===== src/sv/bcih_pkg.sv =====
package bcih_pkg;

  // Parser phase, one-hot
  typedef enum logic [8:0] {
    PhInit    = 9'b000000001,
    PhVersion = 9'b000000010,
    PhIdle    = 9'b000000100,
    PhStart   = 9'b000001000,
    PhRestart = 9'b000010000,
    PhRead    = 9'b000100000,
    PhWrite   = 9'b001000000,
    PhPayload = 9'b010000000,
    PhErr     = 9'b100000000
  } phase_e;

  typedef enum logic [1:0] {
    OpNone     = 2'd0,
    OpWriteAck = 2'd1,
    OpRead     = 2'd2
  } op_e;

  typedef enum logic [2:0] {
    ActNone    = 3'd0,
    ActStart   = 3'd1,
    ActSend    = 3'd2,
    ActRecv    = 3'd3,
    ActEnd     = 3'd4,
    ActRestart = 3'd5
  } act_e;

  typedef enum logic [1:0] {
    CmdByte  = 2'd0,
    CmdTick  = 2'd1,
    CmdClose = 2'd2,
    CmdNop   = 2'd3
  } cmd_e;

  // Register indexes, taken from paddr[2]
  localparam logic RegStallPeriod   = 1'b0;
  localparam logic RegStopWaitLimit = 1'b1;

  localparam int unsigned AddrW = 3;

  localparam logic [15:0] StallPeriodRst   = 16'd100;
  localparam logic [17:0] StopWaitLimitRst = 18'd200000;

  localparam logic [7:0] ChI          = 8'h69;
  localparam logic [7:0] ChS          = 8'h53;
  localparam logic [7:0] ChR          = 8'h52;
  localparam logic [7:0] ChW          = 8'h57;
  localparam logic [7:0] ChP          = 8'h50;
  localparam logic [7:0] ChNack       = 8'h21;
  localparam logic [7:0] ChAck        = 8'h2E;
  localparam logic [7:0] ChErr        = 8'h78;
  localparam logic [7:0] ProtoVersion = 8'h01;

  typedef struct packed {
    logic [1:0] command;
    logic [7:0] host_byte;
    logic       wake_refused;
    logic       start_acked;
    logic       send_acked;
    logic       target_stretching;
    logic       final_ack_nack;
    logic [7:0] read_data;
  } in_item_t;

  typedef struct packed {
    logic       reply_valid;
    logic [7:0] reply_byte;
    logic [2:0] bus_action;
    logic       end_after;
    logic       nack_first;
    logic [6:0] bus_address;
    logic       bus_read;
    logic [7:0] bus_data;
    logic       ready_res;
    logic       byte_refused;
  } out_item_t;

  typedef struct packed {
    phase_e      phase;
    op_e         op;
    logic [6:0]  addr;
    logic [17:0] stop_wait;
    logic [15:0] stall;
  } state_t;

  typedef struct packed {
    logic [15:0] stall_period;
    logic [17:0] stop_wait_limit;
  } cfg_t;

endpackage


===== src/sv/bcih_if.sv =====
interface bcih_in_if;
  import bcih_pkg::*;
  logic     valid;
  logic     ready;
  in_item_t data;
  modport source (output valid, output data, input ready);
  modport sink (input valid, input data, output ready);
endinterface

interface bcih_out_if;
  import bcih_pkg::*;
  logic      valid;
  logic      ready;
  out_item_t data;
  modport source (output valid, output data, input ready);
  modport sink (input valid, input data, output ready);
endinterface


===== src/sv/byte_command_i2c_host_bridge_top.sv =====
// Result: the result item for an accepted item is registered and shows on out_o in the next cycle.
// Throughput: one item per cycle; in_i stays ready while the result register
//   is empty or being drained, so the single result register sets the pace.
// Reset: rst_ni is asynchronous, active low; the parser returns to handshake
//   wait, counters clear and the registers take stall period 100 and stop
//   wait limit 200000.
module byte_command_i2c_host_bridge_top (
  input  logic                      clk_i,
  input  logic                      rst_ni,
  bcih_in_if.sink                   in_i,
  bcih_out_if.source                out_o,
  input  logic                      psel,
  input  logic                      penable,
  input  logic                      pwrite,
  input  logic [bcih_pkg::AddrW-1:0] paddr,
  input  logic [31:0]               pwdata,
  output logic [31:0]               prdata,
  output logic                      pready
);
  import bcih_pkg::*;

  // Parser, hold-off and deferred-op state
  state_t    state_d, state_q;
  // Result register; payload carries no reset
  out_item_t res_d, res_q;
  logic      res_valid_d, res_valid_q;
  cfg_t      cfg_q;
  logic      in_fire;
  logic      cfg_wr;
  logic      state_ready;

  // Config port: writes land in the access cycle, no wait states
  assign pready = 1'b1;
  assign cfg_wr = psel && penable && pwrite && pready;

  always_ff @(posedge clk_i or negedge rst_ni) begin
    if (!rst_ni) begin
      cfg_q.stall_period    <= StallPeriodRst;
      cfg_q.stop_wait_limit <= StopWaitLimitRst;
    end else if (cfg_wr) begin
      unique case (paddr[2])
        RegStallPeriod:   cfg_q.stall_period    <= pwdata[15:0];
        RegStopWaitLimit: cfg_q.stop_wait_limit <= pwdata[17:0];
        default: begin
        end
      endcase
    end
  end

  always_comb begin
    unique case (paddr[2])
      RegStallPeriod:   prdata = {16'd0, cfg_q.stall_period};
      RegStopWaitLimit: prdata = {14'd0, cfg_q.stop_wait_limit};
      default:          prdata = 32'd0;
    endcase
  end

  // Take a new item whenever the result register is free or drains this cycle
  assign in_i.ready = !res_valid_q || out_o.ready;
  assign in_fire    = in_i.valid && in_i.ready;

  // All decisions for one item: parser, stall counter, deferred ops
  bcih_step u_step (
    .cur_i  (state_q),
    .cfg_i  (cfg_q),
    .item_i (in_i.data),
    .nxt_o  (state_d),
    .res_o  (res_d)
  );

  always_ff @(posedge clk_i or negedge rst_ni) begin
    if (!rst_ni) begin
      state_q.phase     <= PhInit;
      state_q.op        <= OpNone;
      state_q.addr      <= '0;
      state_q.stop_wait <= '0;
      state_q.stall     <= '0;
    end else if (in_fire) begin
      state_q <= state_d;
    end
  end

  // Hold the result until the sink takes it
  assign res_valid_d = in_fire || (res_valid_q && !out_o.ready);

  always_ff @(posedge clk_i or negedge rst_ni) begin
    if (!rst_ni) begin
      res_valid_q <= 1'b0;
    end else begin
      res_valid_q <= res_valid_d;
    end
  end

  always_ff @(posedge clk_i) begin
    if (in_fire) begin
      res_q <= res_d;
    end
  end

  assign out_o.valid = res_valid_q;
  assign out_o.data  = res_q;

  assign state_ready = (state_q.phase != PhErr) && (state_q.op == OpNone) &&
                       (state_q.stall == 16'd0);

`ifndef SYNTHESIS
  // The ready flag in each result matches the state it leaves behind
  a_ready_tracks_state: assert property (@(posedge clk_i) disable iff (!rst_ni)
    in_fire |=> res_q.ready_res == state_ready)
    else $error("ready_res disagrees with stored state");

  // A refused byte drives no bus action and no reply
  a_refused_quiet: assert property (@(posedge clk_i) disable iff (!rst_ni)
    res_valid_q && res_q.byte_refused |-> res_q.bus_action == ActNone &&
    !res_q.reply_valid)
    else $error("refused byte produced activity");

  // Closing the link cancels the stall and restarts the handshake
  a_close_resets: assert property (@(posedge clk_i) disable iff (!rst_ni)
    in_fire && in_i.data.command == CmdClose |=>
    state_q.stall == 16'd0 && state_q.phase == PhInit)
    else $error("link close did not reset parser");
`endif

endmodule


===== src/sv/bcih_step.sv =====
module bcih_step (
  input  bcih_pkg::state_t    cur_i,
  input  bcih_pkg::cfg_t      cfg_i,
  input  bcih_pkg::in_item_t  item_i,
  output bcih_pkg::state_t    nxt_o,
  output bcih_pkg::out_item_t res_o
);
  import bcih_pkg::*;

  logic [15:0] stall_load;
  logic        ready_now;
  logic        stretch;
  logic        waited;
  logic [7:0]  b;

  assign stall_load = (cfg_i.stall_period == 16'd0) ? 16'd1 : cfg_i.stall_period;
  assign ready_now  = (cur_i.phase != PhErr) && (cur_i.op == OpNone) &&
                      (cur_i.stall == 16'd0);
  assign stretch    = item_i.target_stretching;
  assign b          = item_i.host_byte;

  always_comb begin
    nxt_o  = cur_i;
    res_o  = '0;
    waited = 1'b0;
    unique case (cmd_e'(item_i.command))
      CmdByte: begin
        if (!ready_now) begin
          res_o.byte_refused = 1'b1;
        end else begin
          unique case (cur_i.phase)
            PhInit: begin
              nxt_o.phase = (b == ChI) ? PhVersion : PhErr;
            end
            PhVersion: begin
              res_o.reply_valid = 1'b1;
              if (b == ProtoVersion) begin
                res_o.reply_byte = ChAck;
                nxt_o.phase      = PhIdle;
              end else begin
                res_o.reply_byte = ChNack;
                nxt_o.phase      = PhErr;
              end
            end
            PhIdle: begin
              nxt_o.phase = (b == ChS) ? PhStart : PhErr;
            end
            PhStart, PhRestart: begin
              nxt_o.addr        = b[7:1];
              nxt_o.op          = OpNone;
              nxt_o.stall       = stall_load;
              res_o.reply_valid = 1'b1;
              if (item_i.wake_refused) begin
                res_o.reply_byte = ChNack;
                nxt_o.phase      = PhInit;
              end else begin
                res_o.bus_action = ActStart;
                res_o.bus_read   = b[0];
                if (item_i.start_acked) begin
                  res_o.reply_byte = ChAck;
                  nxt_o.phase      = b[0] ? PhRead : PhWrite;
                end else begin
                  res_o.end_after  = 1'b1;
                  res_o.reply_byte = ChNack;
                  nxt_o.phase      = PhInit;
                end
              end
            end
            PhRead, PhWrite: begin
              priority if (cur_i.phase == PhRead && b == ChR) begin
                nxt_o.stall = stall_load;
                if (stretch) begin
                  nxt_o.op = OpRead;
                end else begin
                  res_o.bus_action  = ActRecv;
                  res_o.bus_read    = 1'b1;
                  res_o.reply_valid = 1'b1;
                  res_o.reply_byte  = item_i.read_data;
                end
              end else if (cur_i.phase == PhWrite && b == ChW) begin
                nxt_o.phase = PhPayload;
              end else if (b == ChP || b == ChS) begin
                res_o.nack_first = (cur_i.phase == PhRead);
                res_o.bus_action = (b == ChP) ? ActEnd : ActRestart;
                nxt_o.phase      = (b == ChP) ? PhInit : PhRestart;
                nxt_o.stop_wait  = cfg_i.stop_wait_limit;
                nxt_o.stall      = stall_load;
              end else begin
                res_o.bus_action  = ActEnd;
                res_o.reply_valid = 1'b1;
                res_o.reply_byte  = ChErr;
                nxt_o.phase       = PhErr;
              end
            end
            PhPayload: begin
              nxt_o.phase      = PhWrite;
              nxt_o.stall      = stall_load;
              res_o.bus_action = ActSend;
              res_o.bus_data   = b;
              priority if (!item_i.send_acked) begin
                res_o.reply_valid = 1'b1;
                res_o.reply_byte  = ChNack;
              end else if (stretch) begin
                nxt_o.op = OpWriteAck;
              end else begin
                res_o.reply_valid = 1'b1;
                res_o.reply_byte  = ChAck;
              end
            end
            default: begin
            end
          endcase
        end
      end
      CmdTick: begin
        if (cur_i.stall != 16'd0) begin
          nxt_o.stall = cur_i.stall - 16'd1;
          if (cur_i.stall == 16'd1) begin
            // Stall expiry: first drain the stop wait, then finish a held op
            if (cur_i.stop_wait != 18'd0) begin
              if (stretch) begin
                nxt_o.stop_wait = cur_i.stop_wait - 18'd1;
                nxt_o.stall     = stall_load;
                waited          = 1'b1;
              end else begin
                nxt_o.stop_wait = 18'd0;
              end
            end
            if (!waited && cur_i.op != OpNone) begin
              nxt_o.stall = stall_load;
              if (!stretch) begin
                nxt_o.op          = OpNone;
                res_o.reply_valid = 1'b1;
                if (cur_i.op == OpWriteAck) begin
                  if (item_i.final_ack_nack) begin
                    res_o.bus_action = ActEnd;
                    res_o.reply_byte = ChNack;
                    nxt_o.phase      = PhInit;
                  end else begin
                    res_o.reply_byte = ChAck;
                  end
                end else begin
                  res_o.bus_action = ActRecv;
                  res_o.bus_read   = 1'b1;
                  res_o.reply_byte = item_i.read_data;
                end
              end
            end
          end
        end
      end
      CmdClose: begin
        if (cur_i.phase == PhRead || cur_i.phase == PhWrite ||
            cur_i.phase == PhPayload) begin
          res_o.bus_action = ActEnd;
        end
        nxt_o.phase = PhInit;
        nxt_o.stall = 16'd0;
      end
      default: begin
      end
    endcase
    res_o.bus_address = nxt_o.addr;
    res_o.ready_res   = (nxt_o.phase != PhErr) && (nxt_o.op == OpNone) &&
                        (nxt_o.stall == 16'd0);
  end

endmodule

===== src/flat_wrapper.sv =====
// flat-port wrapper written by rule: the top's interface ports become plain ports
module byte_command_i2c_host_bridge_top_flat import bcih_pkg::*;
  (clk_i, rst_ni, psel, penable, pwrite, paddr, pwdata, prdata, pready, in_i_valid, in_i_data, in_i_ready, out_o_valid, out_o_data, out_o_ready);
  bcih_in_if in_i_i ();
  bcih_out_if out_o_i ();
  input  logic clk_i;
  input  logic rst_ni;
  input  logic psel;
  input  logic penable;
  input  logic pwrite;
  input  logic [bcih_pkg::AddrW-1:0] paddr;
  input  logic [31:0] pwdata;
  output logic [31:0] prdata;
  output logic pready;
  input wire logic [$bits(in_i_i.valid)-1:0] in_i_valid;
  input wire logic [$bits(in_i_i.data)-1:0] in_i_data;
  output wire logic [$bits(in_i_i.ready)-1:0] in_i_ready;
  output wire logic [$bits(out_o_i.valid)-1:0] out_o_valid;
  output wire logic [$bits(out_o_i.data)-1:0] out_o_data;
  input wire logic [$bits(out_o_i.ready)-1:0] out_o_ready;
  assign in_i_i.valid = in_i_valid;
  assign in_i_i.data = in_i_data;
  assign in_i_ready = in_i_i.ready;
  assign out_o_valid = out_o_i.valid;
  assign out_o_data = out_o_i.data;
  assign out_o_i.ready = out_o_ready;
  byte_command_i2c_host_bridge_top u_core (.clk_i(clk_i), .rst_ni(rst_ni), .in_i(in_i_i), .out_o(out_o_i), .psel(psel), .penable(penable), .pwrite(pwrite), .paddr(paddr), .pwdata(pwdata), .prdata(prdata), .pready(pready));
endmodule

===== config.mk =====
export PLATFORM = sky130hd
export DESIGN_NAME = byte_command_i2c_host_bridge_top_flat
export DESIGN_NICKNAME = d
export VERILOG_FILES = /design/src/sv/bcih_pkg.sv /design/src/sv/bcih_if.sv /design/src/sv/byte_command_i2c_host_bridge_top.sv /design/src/sv/bcih_step.sv /design/src/flat_wrapper.sv
export SDC_FILE = /design/constraint.sdc
export NUM_CORES = 1
export LEC_CHECK = 0
export ABC_CLOCK_PERIOD_IN_PS = 7700
export BUFFER_PORTS_ARGS = -buffer_cell sky130_fd_sc_hd__buf_2
export CAP_MARGIN = 10
export CORE_MARGIN = 2
export CORE_UTILIZATION = 29
export DETAILED_ROUTE_END_ITERATION = 7
export GPL_TIMING_DRIVEN = 1
export PLACE_DENSITY_LB_ADDON = 0.25
export RECOVER_POWER = 25
export SKIP_CTS_REPAIR_TIMING = 1
export SYNTH_ARGS = -nofsm -noshare
export SYNTH_HDL_FRONTEND = slang
export SYNTH_SLANG_ARGS = --single-unit

===== constraint.sdc =====
create_clock -name clk_i -period 7.7 [get_ports clk_i]
set_clock_uncertainty 0.05 [all_clocks]
set_input_delay 1.54 -clock clk_i [delete_from_list [all_inputs] [get_ports clk_i]]
set_output_delay 1.54 -clock clk_i [all_outputs]
set_load 0.01 [all_outputs]

; Word level (Yosys, flattened, before mapping)
; Cells that the tools add are included.
[word_totals]
in_bits = 65
output_inout_bits = 67
word_cells = 184
register_bits = 119
[classes]
n_addsub = 2
bitwise = 6
reduce_logical = 38
n_mux = 92
n_eq_ne = 28
[ops]
columns = cell, n
row1 = 2-to-1 mux 34 bit, 5
row2 = 2-to-1 mux 9 bit, 12
row3 = 2-to-1 mux 12 bit, 7
row4 = 2-to-1 mux 16 bit, 4
row5 = case mux 32 bit (2 select lines), 1
row6 = 2-to-1 mux 11 bit, 5
row7 = 2-to-1 mux 18 bit, 3
row8 = case mux 9 bit (6 select lines), 1
row9 = 2-to-1 mux 52 bit, 1
row10 = zero test 16 bit, 3
row11 = case mux 16 bit (3 select lines), 1
row12 = "== test 8 x 7 -> 1 bit, second input constant", 5
row13 = case mux 18 bit (2 select lines), 1
row14 = case mux 9 bit (4 select lines), 1
row15 = 2-to-1 mux 7 bit, 5
row16 = case mux 16 bit (2 select lines), 1
row17 = case mux 9 bit (3 select lines), 1
row18 = 2-to-1 mux 1 bit, 22
row19 = "!= test 9 bit, second input constant", 2
row20 = case mux 3 bit (3 select lines), 2
row21 = case mux 9 bit (2 select lines), 1
row22 = nonzero test 18 bit, 1
row23 = "subtractor 18 x 1 -> 18 bit, second input constant", 1
row24 = "== test 16 x 1 -> 1 bit, second input constant", 1
row25 = other kinds (37), 79

; Depth between registers and ports, before layout
; Gate-level depths: netlist of the first run.
[depth]
ltp_word = 14
mapped_depth = 12
mapped_depth_nobuf = 11

; Cells and area by module
; From an unflattened synthesis of the first run, not the netlist that was laid out.
[hier_totals]
cells_unflattened = 810
area_unflattened_um2 = 7811.2
[by_module_without_submodules]
columns = mod, instances, seq_area_each_um2, cells_per_inst, area_each_um2
row1 = byte_command_i2c_host_bridge_top, 1, 3150.5, 255, 4613.2
row2 = bcih_step, 1, 0.0, 555, 3198.1

; Worst setup path after synthesis of the first run
; No wires, ideal clock.
[synth_timing]
path_kind = input to output
start = input paddr[2] in the netlist's numbering
end = output prdata[10]
cell_stages = 3
arrival_time_ps = 2585
n_path_buf = 2
required_ps = 6110
slack_ps = 3525
path_cell_list = clkbuf_1 clkbuf_1 mux2_2
[synth_via]
elab_chain_cells = 2
[synth_rtl]
columns = item, line_no
row1 = start: declaration, flat_wrapper.sv:11  ; input logic [bcih_pkg::AddrW-1:0] paddr;
row2 = inverter 1 bit, byte_command_i2c_host_bridge_top.sv:51  ; unique case (paddr[2])
row3 = case mux 32 bit (2 select lines) *, byte_command_i2c_host_bridge_top.sv:51
row4 = end: declaration, flat_wrapper.sv:13  ; output logic [31:0] prdata;
; Every way passes the cells marked *; elsewhere a longest branch is shown, timed or not. The select of a mux whose other input is x is not followed.

==> flow_metrics.py, run 1 <==
metrics = {
    "critical_path": {
        "cp_slowest_stage_delay_ns": 1.77,
        "critPathBufInv": 2,
        "worstSetupEndpointType": "async pin",
        "critPathKind": "input pin to async pin",
        "cp.required_ns": 7.70,
        "start_kind": "input pin",
        "arrival_ns": 5.09,
        "cp_slowest_cell": "clkbuf_1",
        "cp_common_cell": "clkbuf_1",
        "critPathMaxFanout": 47,
        "cp_cell_sequence": "clkbuf_1, clkbuf_1",
        "path_delay_family": "buffers and inverters",
    },
    "timing": {
        "finalHoldViolations": 0,
        "period_share_pct": 66.0,
        "slew_headroom_pct": -70.0,
        "fmax_mhz": 197,
        "report.final.slew_viol_count": 90,
        "worst_pin_slew_ns": 2.55,
        "finalCriticalPeriod_ns": 5.08,
        "setup_tns_ns": 0,
        "whs_ns": 0.418,
        "rsz0062_at_grt": "false",
        "setup_violations": 0,
    },
    "floorplan": {
        "coreArea_sq_um": 24100,
        "initial_utilization_pct": 29.3,
        "dieArea_sq_um": 25600,
        "pin_count": 132,
        "die_h_um": 160,
        "num_rows": 57,
        "dieWidth_um": 160,
    },
    "status": {
        "violations": "max-capacitance violations, max-slew violations",
        "outcome": "complete, but fails checks",
    },
    "finish": {
        "n_antenna_cell": 0,
        "drive_above_1_share_pct": 27.6,
        "syn_to_final_growth_pct": 18.6,
        "nets": 898,
        "fin_cells": 1167,
    },
    "grt": {
        "grt_start_max_net_pins": 48,
        "grtUsageTotal_pct": 15.5,
        "grt_pass1_wl_mm": 31.7,
        "overflow": 0,
        "grt_pass1_vias": 5901,
        "grt_antenna_before_repair": 1,
    },
    "logic_synthesis": {
        "syn_area_sq_um": 7050,
        "synth_cell_types": 85,
        "yosysSeqAreaShare_pct": 44.7,
        "synth_area_per_cell_sq_um": 9.53,
        "synth_edf_count": 32,
        "yosysWarnings": 0,
        "synthCells": 740,
        "ys_ff_latch": 119,
        "synth_flop_cell": "dfrtp_1",
        "synth-async-reset-ratio_pct": 73.1,
    },
    "cts": {
        "clkTransAtPathRegs_ns": 0.06,
        "cts_buffers": 17,
        "cts.sinks": 119,
        "insertion_delay_ns": 0.42,
        "cts_tree": "yes",
        "clk_path_buf_depth": 2,
        "htreeDepth": 4,
        "cts_root_buffer": "clkbuf_16",
    },
    "place": {
        "gp_congestion": 0.872,
        "place_hpwl_mm": 14.4,
        "place_inst": 1135,
        "io_buffer_count": 100,
    },
    "detailed_routing": {
        "drt_iter0_drc": 415,
        "drcViolationCount": 0,
        "drt_wl_total_mm": 19.6,
        "antenna_left": 0,
        "detail_route.vias_per_cell": 5.22,
        "wire_per_inst_um": 16.8,
        "route.vias.total": 6097,
        "dr.pass1.iters": 4,
    },
    "power_and_ir_drop": {
        "p_total_mw": 2.21,
        "power.density_nw_per_um2": 264,
        "vdd_ir_drop_max_v": 0.000118,
        "leakage_nw": 3.52,
    },
    "hold_path": {
        "holdCritPathClass": "register to register",
    },
    "run": {
        "maxCapViolCount": 2,
    },
}
routing by layer:
metal / part of all wire [%] / GRT usage, % / up-vias
met2: 46 / 24.0 / 178
met4: 1.9 / 5.49 / 2
met5: 0.071 / 0 / -
li1: - / - / 2917
met3: 4.9 / 2.91 / 26
met1: 47 / 21.6 / 2974
power by group:
part / internal, mW / switching [mW]
clock: 0.476 / 0.311
combinational: 0.230 / 0.339
sequential: 0.743 / 0.109
total: 1.45 / 0.758
area by class of cell:
type                            instances  area (sq um)
Fill cell                            2547         15700
Multi-Input combinational cell        572          3640
Clock inverter                         12           113
Timing Repair Buffer                  104           526
Clock buffer                           20           468
Sequential cell                       119          3150
Tap cell                              324           405
Inverter                               16          60.1
state kept, by name, indices dropped and copies added, names as in the netlist:
signal,flops
u_core.state_q,52
u_core.cfg_q,34
u_core.out_o.data,32
u_core.out_o.valid,1
synth_stat cells (all sizes together), types with 5 or more instances:
cell type / instances / area [sq um]
nand2b: 9 / 56.3
nand2: 98 / 378
and2: 8 / 50.1
a31oi: 6 / 37.5
buf: 25 / 171
o2111ai: 6 / 52.6
nor3: 25 / 161
and3: 16 / 105
a221oi: 5 / 43.8
a211oi: 6 / 50.1
mux2: 58 / 653
clkbuf: 21 / 78.8
nor4: 19 / 168
edfxtp: 32 / 961
nor2: 63 / 239
and3b: 5 / 43.8
inv: 15 / 56.3
a32oi: 8 / 70.1
nand4: 11 / 68.8
nand3: 16 / 85.1
o21ai: 69 / 349
dfstp: 10 / 263
dfrtp: 77 / 1930
or3: 8 / 50.1
a21oi: 39 / 195
xor2: 8 / 70.1
stage by stage:
stage / utilization (%) / instance area (sq um) / worst slack, ns
floorplan: - / 7100 / 3.53
global placement: 32.3 / 7790 / 3.20
detailed placement: 32.3 / 7790 / 3.14
CTS: 34.7 / 8370 / 3.56
global route: 34.7 / 8370 / 1.75
finish: 34.7 / 8370 / 2.62
final timing paths:
check / from / to / slack (ns) / cells after the start
max: rst_ni / u_core.state_q[51] / 2.62 / 2
min: u_core.state_q[34] / u_core.state_q[34] / 0.42 / 2
max reg2reg: u_core.state_q[2] / u_core.out_o.data[1] / 3.89 / 8
min reg2reg: u_core.state_q[34] / u_core.state_q[34] / 0.42 / 2
max in group clk_i: in_i_data[16] / u_core.out_o.data[1] / 3.48 / 9
min in group asynchronous: rst_ni / u_core.cfg_q[18] / 1.86 / 1
cell families (layout without fill, tap and decap cells):
kind of cell    after synthesis  count (layout)  share of synthesized area (%)
xor+xnor                      9               9                           1.12
mux                          59              59                           9.40
simple gates                306             306                           23.3
compound gates              180             180                           16.5
fa+ha+maj                     3               3                          0.532
buf+inv                      62             152                           4.40
other cells                   2              15                          0.106
flops                       119             119                           44.7
placed cells by master (no fill, tap or decap), drive strengths merged, types with 4 or more instances in the layout:
master and n:
buf 102, and3 16, mux2 58, a21oi 39, xor2 8, nand4 11
nor4 19, and4 4, nand2 98, nand3 16, a221oi 5, a31oi 6
o21ai 69, and3b 5, or3 8, a22oi 4, dfrtp 77, nor3b 4
clkinv 4, o2111ai 6, a32oi 8, nor2b 4, nor2 63, a211oi 6
and2 8, conb 15, inv 22, clkbuf 22, nor3 25, o22ai 4
edfxtp 32, nand2b 9, dfstp 10
Note: power is estimated with default switching activity, not from simulation.
==> run 2: changes to the inputs <==
--- a/config.mk
+++ b/config.mk
@@ -5,7 +5,8 @@
 export SDC_FILE = /design/constraint.sdc
 export NUM_CORES = 1
 export LEC_CHECK = 0
-export ABC_CLOCK_PERIOD_IN_PS = 7700
+export ABC_AREA = 1
+export ABC_CLOCK_PERIOD_IN_PS = 4590
 export BUFFER_PORTS_ARGS = -buffer_cell sky130_fd_sc_hd__buf_2
 export CAP_MARGIN = 10
 export CORE_MARGIN = 2
==> constraint.sdc (replaced) <==
create_clock -name clk_i -period 4.59 [get_ports clk_i]
set_clock_uncertainty 0.05 [all_clocks]
set_input_delay 0.918 -clock clk_i [delete_from_list [all_inputs] [get_ports clk_i]]
set_output_delay 0.918 -clock clk_i [all_outputs]
set_load 0.01 [all_outputs]
==> run 2 against run 1 <==
Against the previous run:
- the run still ends with max-capacitance violations, max-slew violations left
- area after synthesis grew 9.1%
- flip-flop and latch count stayed put
- via count increased by 19%
- largest cell class unchanged
==> flow_metrics.py, run 2 <==
metrics = {
    "critical_path": {
        "critPathMaxFanout": 12,
        "cp_cell_sequence": "inv_1, ha_1, nand3_2, nor2_4, nand2_4, nor2_8, nand2_2, nor2_2, nand2_4, nand2_4, a21oi_1, o21ai_1, inv_1, nand2_1, nor2_1, nand2_1, nor2_1",
        "critPathKind": "register to register",
        "cp_slowest_stage_delay_ns": 0.44,
        "reg2reg_to": "u_core.out_o.data[1]",
        "reg2reg_slack_ns": 1.52,
        "cp.required_ns": 4.72,
        "r2r-start": "u_core.state_q[0]",
        "cp_slowest_cell": "dfrtp_1",
        "arrival_ns": 3.19,
        "critPathBufInv": 2,
        "start_kind": "register",
        "path_delay_family": "simple AND/OR/NAND/NOR gates",
        "ff2ff_path_depth": 17,
        "cp_common_cell": "nand2_4",
        "worstSetupEndpointType": "register",
    },
    "finish": {
        "finish.utilization_pct": 34.7,
        "drive_above_1_share_pct": 18.5,
        "syn_to_final_growth_pct": 17.6,
        "layout_common_cells": "nand2_1 (287), nor2_1 (122), inv_1 (116), o21ai_0 (116), buf_2 (99)",
        "fin_cells": 1510,
        "nets": 1230,
        "max_flop_register": "u_core.state_q",
        "n_antenna_cell": 0,
        "largest_reg_flops": 52,
        "mostFrequentLayoutCell": "nand2_1",
    },
    "hold_path": {
        "hp-start": "u_core.cfg_q[23]",
        "hold_end": "u_core.cfg_q[23]",
        "holdCritPathClass": "register to register",
        "hold_path_depth": 2,
    },
    "cts": {
        "htreeDepth": 4,
        "cts.sinks": 119,
        "insertion_delay_ns": 0.43,
        "cts_tree": "yes",
        "clkTransAtPathRegs_ns": 0.06,
        "clk_path_buf_depth": 2,
        "cts_buffers": 17,
        "cts_root_buffer": "clkbuf_16",
    },
    "timing": {
        "slew_headroom_pct": -10.4,
        "setup_violations": 0,
        "fmax_mhz": 326,
        "setup_tns_ns": 0,
        "finalHoldViolations": 0,
        "finalCriticalPeriod_ns": 3.07,
        "report.final.slew_viol_count": 29,
        "period_share_pct": 66.8,
        "fin_ws_ns": 1.52,
        "worst_pin_slew_ns": 1.66,
        "rsz0062_at_grt": "false",
    },
    "logic_synthesis": {
        "yosysSeqAreaShare_pct": 40.9,
        "synth-async-reset-ratio_pct": 73.1,
        "synthCells": 1065,
        "synth_area_leaders": "dfrtp_1 (25%), nand2_1 (14%), edfxtp_1 (12%)",
        "synth_cell_types": 54,
        "ys_ff_latch": 119,
        "yosys.area.top_type": "dfrtp_1",
        "synthTopCellsByCount": "nand2_1 (287), nor2_1 (122), inv_1 (116), o21ai_0 (116), dfrtp_1 (77)",
        "synth_edf_count": 32,
        "synth_flop_cell": "dfrtp_1",
        "syn_area_sq_um": 7700,
        "synth.most_common_cell": "nand2_1",
        "synth_top_cell_area_share_pct": 25.0,
        "yosysWarnings": 0,
        "synth_area_per_cell_sq_um": 7.23,
    },
    "floorplan": {
        "dieArea_sq_um": 27900,
        "num_rows": 59,
        "initial_utilization_pct": 29.5,
        "pin_count": 132,
        "coreArea_sq_um": 26100,
        "die_h_um": 167,
        "dieWidth_um": 167,
    },
    "place": {
        "gp_congestion": 0.878,
        "dp_slack_ns": 1.39,
        "place_inst": 1478,
        "place_hpwl_mm": 16.6,
        "io_buffer_count": 100,
    },
    "grt": {
        "overflow": 0,
        "grtUsageTotal_pct": 15.9,
        "grt_start_max_net_pins": 75,
        "grt_pass1_wl_mm": 35.9,
        "grt_antenna_before_repair": 0,
        "grt_pass1_vias": 6944,
    },
    "power_and_ir_drop": {
        "vdd_ir_drop_max_v": 0.000167,
        "power.switching_mw": 1.47,
        "p_clk_share_pct": 33.7,
        "p_total_mw": 3.94,
        "p_comb_share_pct": 29.6,
        "p_int_mw": 2.46,
        "pwr-share-seq_pct": 36.8,
        "leakage_nw": 4.42,
        "power.share.switching_pct": 37.4,
        "power.density_nw_per_um2": 435,
    },
    "detailed_routing": {
        "drcViolationCount": 0,
        "dr.pass1.iters": 5,
        "drt_wl_total_mm": 22.0,
        "detail_route.vias_per_cell": 4.79,
        "drt_iter0_drc": 555,
        "wire_per_inst_um": 14.6,
        "route.vias.total": 7237,
        "antenna_left": 0,
    },
    "status": {
        "outcome": "complete, but fails checks",
        "violations": "max-capacitance violations, max-slew violations",
    },
    "run": {
        "maxCapViolCount": 1,
    },
}
-- run 2: cell count changes in the layout (fill, tap and decap cells not counted), moves of 14 or more --
| cell | change |
|---|---|
| a21oi_1 | -14 |
| and3_1 | -14 |
| inv_1 | +101 |
| mux2_2 | -52 |
| nand2_1 | +191 |
| nand2_2 | +16 |
| nand3_1 | +43 |
| nor2_1 | +60 |
| o21ai_0 | +52 |
-- run 2: final cells by class --
| cell class | count | area [sq um] |
|---|---|---|
| fillers | 2786 | 17000 |
| flip-flops and latches | 119 | 3150 |
| multi-input cells | 787 | 3850 |
| repair buffers | 107 | 552 |
| inverters | 130 | 489 |
| well taps | 335 | 419 |
| clock buffers | 18 | 450 |
| clock inverters | 14 | 136 |
-- run 2: metal layers --
metal	vias to the layer above	wire length (um)	global-route usage [%]
met5	-	0	0
met3	27	1170	3.28
met1	3337	10800	22.9
met4	0	290	4.42
met2	217	9680	24.3
li1	3656	-	-
-- run 2: how the worst max path moves through the flow --
stage	startpoint	end	slack [ns]	depth (start not counted)
floorplan	out_o_ready	u_core.out_o.data[0]	1.70	5
global placement	in_i_data[22]	u_core.state_q[32]	1.42	9
detailed placement	in_i_data[22]	u_core.state_q[32]	1.39	9
CTS	u_core.state_q[0]	u_core.out_o.data[1]	1.55	17
global route	u_core.state_q[0]	u_core.out_o.data[1]	1.22	17
finish	u_core.state_q[0]	u_core.out_o.data[1]	1.52	17
-- run 2: through the flow --
stage                     cell area [sq um]  hold WS (ns)
after floorplan                        7750         0.403
after global placement                 8470         0.419
after detailed placement               8470         0.430
after CTS                              9050         0.444
after global routing                   9050         0.474
final                                  9050         0.442
-- run 2: worst min-delay path, cell delays in order (launching register included) --
cell,delay (ns)
dfstp_2,0.37
nand2_1,0.05
o21ai_0,0.07
-- run 2: power groups by stage --
stage | sequential, mW | clock (mW) | combinational (mW)
global route | 1.47 | 1.40 | 1.33
CTS | 1.45 | 1.36 | 1.17
finish | 1.45 | 1.33 | 1.16
floorplan | 1.41 | 0 | 0.867
global placement | 1.46 | 0 | 1.15
detailed placement | 1.46 | 0 | 1.16
-- run 2: kinds of logic after synthesis --
group                      share of synthesized area [%]
muxes                                              0.878
AOI/OAI and AO/OA                                   13.5
and+or+nand+nor                                     32.9
DFF                                                 40.9
buffers and inverters                               9.64
xor gates and xnor gates                            1.59
other                                             0.0976
adders and majority gates                          0.488
